**src/tcps_pkg.sv**
```systemverilog
// ----------------------------------------------------------------------------
// tcps_pkg
// shared types, constants and glyph decode for the text cell pixel serializer
// ----------------------------------------------------------------------------
package tcps_pkg;

  localparam int unsigned CODE_W    = 8;
  localparam int unsigned ROW_W     = 3;
  localparam int unsigned GLYPH_W   = 8;
  localparam int unsigned CELL_W    = 7;
  localparam int unsigned PAIR_W    = 2 * CELL_W;
  localparam int unsigned PIXEL_W   = 16;
  localparam int unsigned GLYPH_AW  = CODE_W + ROW_W;
  localparam int unsigned BEATS     = CELL_W;
  localparam int unsigned BEAT_CW   = $clog2(BEATS);
  localparam int unsigned IN_DATA_W = 40;
  localparam int unsigned CFG_AW    = 3;
  localparam int unsigned CFG_DW    = 32;

  localparam logic [GLYPH_W-1:0] NORMAL_BIT = 8'h80;
  localparam logic [CELL_W-1:0]  CELL_MASK  = 7'h7f;
  localparam logic [BEAT_CW-1:0] LAST_BEAT  = BEAT_CW'(BEATS - 1);

  typedef enum logic {
    REG_FORE = 1'b0,
    REG_BACK = 1'b1
  } reg_idx_t;

  typedef enum logic {
    MODE_LOAD   = 1'b0,
    MODE_RENDER = 1'b1
  } mode_t;

  typedef struct packed {
    logic              valid;
    logic [PAIR_W-1:0] bits;
  } shift_load_t;

  function automatic logic [CELL_W-1:0] cell_bits(
    input logic               code_normal,
    input logic [GLYPH_W-1:0] glyph,
    input logic [CELL_W-1:0]  mask
  );
    logic [CELL_W-1:0] low;
    low = glyph[CELL_W-1:0];
    if (code_normal) begin
      return low;
    end else if ((glyph & NORMAL_BIT) == '0) begin
      return low ^ CELL_MASK;
    end else begin
      return low ^ mask;
    end
  endfunction

endpackage

```
**src/tcps_shifter.sv**
```systemverilog
// ----------------------------------------------------------------------------
// tcps_shifter
// shifts a 14-bit cell pair out msb first as seven pixel-pair beats
// ----------------------------------------------------------------------------
module tcps_shifter (
  input  logic                            clk,
  input  logic                            rst_n,
  input  tcps_pkg::shift_load_t           ld,
  output logic                            ld_ready,
  input  logic [tcps_pkg::PIXEL_W-1:0]    fore_color,
  input  logic [tcps_pkg::PIXEL_W-1:0]    back_color,
  output logic                            out_tvalid,
  input  logic                            out_tready,
  output logic [2*tcps_pkg::PIXEL_W-1:0]  out_tdata,
  output logic                            out_tlast
);
  import tcps_pkg::*;

  logic              busy_r, busy_nxt;
  logic [BEAT_CW-1:0] cnt_r, cnt_nxt;
  logic [PAIR_W-1:0] bits_r, bits_nxt;
  logic              fire, done, take;

  assign fire     = busy_r && out_tready;
  assign done     = fire && (cnt_r == LAST_BEAT);
  assign ld_ready = !busy_r || done;
  assign take     = ld.valid && ld_ready;

  always_comb begin
    busy_nxt = busy_r;
    cnt_nxt  = cnt_r;
    bits_nxt = bits_r;
    if (take) begin
      busy_nxt = 1'b1;
      cnt_nxt  = '0;
      bits_nxt = ld.bits;
    end else if (done) begin
      busy_nxt = 1'b0;
      cnt_nxt  = '0;
    end else if (fire) begin
      cnt_nxt  = cnt_r + 1'b1;
      bits_nxt = {bits_r[PAIR_W-3:0], 2'b00};
    end
  end

  always_ff @(posedge clk) begin
    if (!rst_n) begin
      busy_r <= 1'b0;
      cnt_r  <= '0;
    end else begin
      busy_r <= busy_nxt;
      cnt_r  <= cnt_nxt;
    end
    bits_r <= bits_nxt;
  end

  assign out_tvalid = busy_r;
  assign out_tlast  = (cnt_r == LAST_BEAT);
  assign out_tdata  = {bits_r[PAIR_W-2] ? fore_color : back_color,
                       bits_r[PAIR_W-1] ? fore_color : back_color};

`ifndef NO_ASSERTIONS
  a_cnt_bound: assert property (@(posedge clk) disable iff (!rst_n)
    cnt_r <= LAST_BEAT) else $error("beat count past last beat");

  a_done_restart: assert property (@(posedge clk) disable iff (!rst_n)
    done |=> (cnt_r == '0)) else $error("beat count not restarted after last beat");
`endif

endmodule

```
**config.mk**
```make
export PLATFORM = sky130hd
export DESIGN_NAME = tcps_shifter
export DESIGN_NICKNAME = d
export VERILOG_FILES = /design/src/tcps_pkg.sv /design/src/tcps_shifter.sv
export SDC_FILE = /design/constraint.sdc
export NUM_CORES = 1
export LEC_CHECK = 0
export ABC_AREA = 1
export BUFFER_PORTS_ARGS = -buffer_cell sky130_fd_sc_hd__buf_2
export CORE_MARGIN = 2
export CORE_UTILIZATION = 45
export CTS_BUF_LIST = sky130_fd_sc_hd__clkbuf_8
export CTS_CLUSTER_SIZE = 30
export DETAILED_ROUTE_END_ITERATION = 10
export GPL_TIMING_DRIVEN = 0
export PLACE_DENSITY_LB_ADDON = 0.15
export SLEW_MARGIN = 10
export SYNTH_ARGS = -nofsm -noshare
export SYNTH_HDL_FRONTEND = slang
export SYNTH_SLANG_ARGS = --single-unit
export TNS_END_PERCENT = 10
```
**constraint.sdc**
```tcl
create_clock -name clk -period 6.01 [get_ports clk]
set_input_delay 0.601 -clock clk [delete_from_list [all_inputs] [get_ports clk]]
set_output_delay 0.601 -clock clk [all_outputs]
set_load 0.02 [all_outputs]
```
==> run metrics <==
status=completed; final critical-path setup slack=approximately 3900 ps; antenna violations before repair=0; HPWL after detailed placement=roughly 2.5 mm; crit path max fanout=10; synth warn=0; RSZ-0062 raised after global routing=false; count of maximum capacitance violations=0; # port buffers=84; Clock Skews=2.33 ps; Die Height=55.9 um; prevailing post-synth register cell=sky130_fd_sc_hd__edfxtp_1; Antenna diodes=0; clock latency on the worst-skew pair=approximately 250 ps; part of the cycle the worst path needs=0.351; Synth Cell Area=approximately 1200 um^2; Mapped Cells=about 170; Avg WL per Cell=11.1 um; largest cells by area after synthesis=sky130_fd_sc_hd__edfxtp_1 35%, sky130_fd_sc_hd__nand2_1 19%, sky130_fd_sc_hd__o21ai_0 14%, sky130_fd_sc_hd__inv_1 7.8%, sky130_fd_sc_hd__dfxtp_1 6.6%; Largest stage delay, worst path=370 ps; IR Drop Worst-Case VDD=around 0.20 mV; time the final worst path needs with I/O delays and setup=~2100 ps; Setup Slack @ Placement=3840 ps; Worst Path Buf+Inv=2; syn nets=226; top-area cell type share of the netlist area=0.347; Post-Route Setup TNS=0 ps; dpl cell area=about 1700 um^2; clock tree from TritonCTS=done; proportion of register bits with asynchronous set or reset after synthesis=0; proportion of synthesized chip area in sequential cells=0.414; sequential cell area in the final layout=between 500 and 600 um^2; most instantiated library cell after synthesis=sky130_fd_sc_hd__nand2_1; Yosys reg bits=18; number of library cell types mapped by synthesis=18; Initial DRC Count=53; Initial Utilization=0.480; placer's final routability congestion estimate=around 0.81; Die Span X=around 56 um; library cell with the largest summed area after synthesis=sky130_fd_sc_hd__edfxtp_1; total instance count after detailed placement=a little under 300; hold_buf cts=0; number of gates resized after cts=0; DRC violation count after routing=0; power per standard cell area=approximately 220 nW/um^2; clock transition at the registers of the reported paths=approximately 60 ps; largest delay contributor family on the critical path=buffers and inverters; slowest stage cell, crit path=sky130_fd_sc_hd__dfxtp_1; final number of hold-violating endpoints=0; leakage component of the power=just under 1 nW; via count of the routed design=~1,400; synthesis-to-layout area growth=43.3%; share of layout cells above drive strength 1=0.361; # Post-CTS Setup Buffers=0; class of the tightest hold or removal check=reg2reg; total clock buffers created by CTS=3; cell at the root of the clock tree=sky130_fd_sc_hd__clkbuf_8; overall power consumption=~380 uW; number of iterations in the first detailed-routing pass=4; mean area per synthesized cell=approximately 7.0 um^2; post-route insts no fill=approximately 300; highest clock frequency the design can meet=474 MHz; std cell rows=18; Setup crit end kind=output pin; worst max-slew margin expressed relative to the limit=0.559; CP startpoint kind=flop; first-pass GRT wire length=5.40 mm; CTS sink count=18; vias in the first global route=between 1,000 and 1,500; aggregate routed wire length=about 3.2 mm; net count of the finished layout=around 320; area of combinational cells with multiple inputs=around 570 um^2; number of fill cells in the layout=around 230; Std-Cell Core Area=2520 um^2; via count normalized by instance count=about 4.8; overflow left after global routing=0; Final Setup Violations=0; overall global routing resource usage=0.218; number of enable-type register cells in the synthesized netlist=14; ANT nets after route=0; Setup CP Type=reg2out; Final Max Tran Viols=0; largest net degree at the start of global routing=11; Boundary Pins=85; post-route cell area=1730 um^2; die area=between 3000 and 4000 um^2; list of cells traversed by the critical path=ha_1 > nand2_2 > o21ai_4 > buf_4 > buf_2; required time reported for the critical path endpoint=5410 ps; buffer levels on the longest clock path=2; Tightest Pin Transition=around 660 ps; H-tree level count=1; Post-synth top cells=62 x sky130_fd_sc_hd__nand2_1, 34 x sky130_fd_sc_hd__o21ai_0, 25 x sky130_fd_sc_hd__inv_1; arrival time of data at the critical path endpoint=around 1500 ps
## placed cells by master, fill, tap and decap left out, drive strengths merged
cell type	instances
ha	2
clkbuf	10
nand3	13
xor2	1
nor2	5
a21boi	1
buf	88
dfxtp	4
o21ai	35
edfxtp	14
o211ai	1
nand2	64
inv	25
## worst paths after layout
check                     to       start  slack (ps)  cells after the start
setup / recovery    ld_ready    cnt_r[1]        3900                      5
hold reg to reg   bits_r[12]  bits_r[10]         510                      2
hold / removal    bits_r[12]  bits_r[10]         510                      2
setup reg to reg  bits_r[10]    cnt_r[1]        4010                      7
## routing by layer
metal / routed length (um) / part of all wire / track usage
met5: 0 / 0 / 0
met1: 1440 / 0.44 / 0.279
met2: 1550 / 0.48 / 0.361
met3: 185 / 0.057 / 0.0465
met4: 64 / 0.020 / 0.0850
## worst reg2reg max path: stages (launching register included)
cell and delay [ps]:
sky130_fd_sc_hd__dfxtp_1 370, sky130_fd_sc_hd__ha_1 180, sky130_fd_sc_hd__nand2_2 80, sky130_fd_sc_hd__o21ai_4 240, sky130_fd_sc_hd__nand2_4 110, sky130_fd_sc_hd__buf_6 160, sky130_fd_sc_hd__o21ai_1 360, sky130_fd_sc_hd__buf_6 230
## through the flow
stage	hold slack [ps]	util
after global routing	545	0.688
after detailed placement	500	0.666
after floorplan	487	-
after global placement	489	0.661
after CTS	519	0.688
final	510	0.688
## power by group
| group | internal [mW] | total, mW | switching (mW) |
|---|---|---|---|
| clock network | 0.0582 | 0.0967 | 0.0384 |
| registers | 0.148 | 0.152 | 0.00433 |
| logic | 0.0477 | 0.133 | 0.0853 |
## state kept, by name (all words and copies together) (netlist names)
| signal | flops |
|---|---|
| bits_r | 14 |
| cnt_r | 3 |
| out_tvalid | 1 |
## final cells by class
| class | count | area share |
|---|---|---|
| multi-input combinational | 122 | 0.328 |
| clock buffer | 4 | 0.0317 |
| tap | 30 | 0.0216 |
| sequential | 18 | 0.289 |
| inverter | 25 | 0.0541 |
| timing repair buffer | 85 | 0.249 |
| buffer | 9 | 0.0267 |
## logic make-up (layout without fill, tap and decap cells)
group           Yosys count  count (layout)  share of synthesized area
compound gates           37              37                      0.166
xor+xnor                  1               1                    0.00724
fa+ha+maj                 2               2                     0.0207
buf+inv                  34             123                      0.116
flops                    18              18                      0.414
simple gates             82              82                      0.276
(Power assumes the default switching activity.)
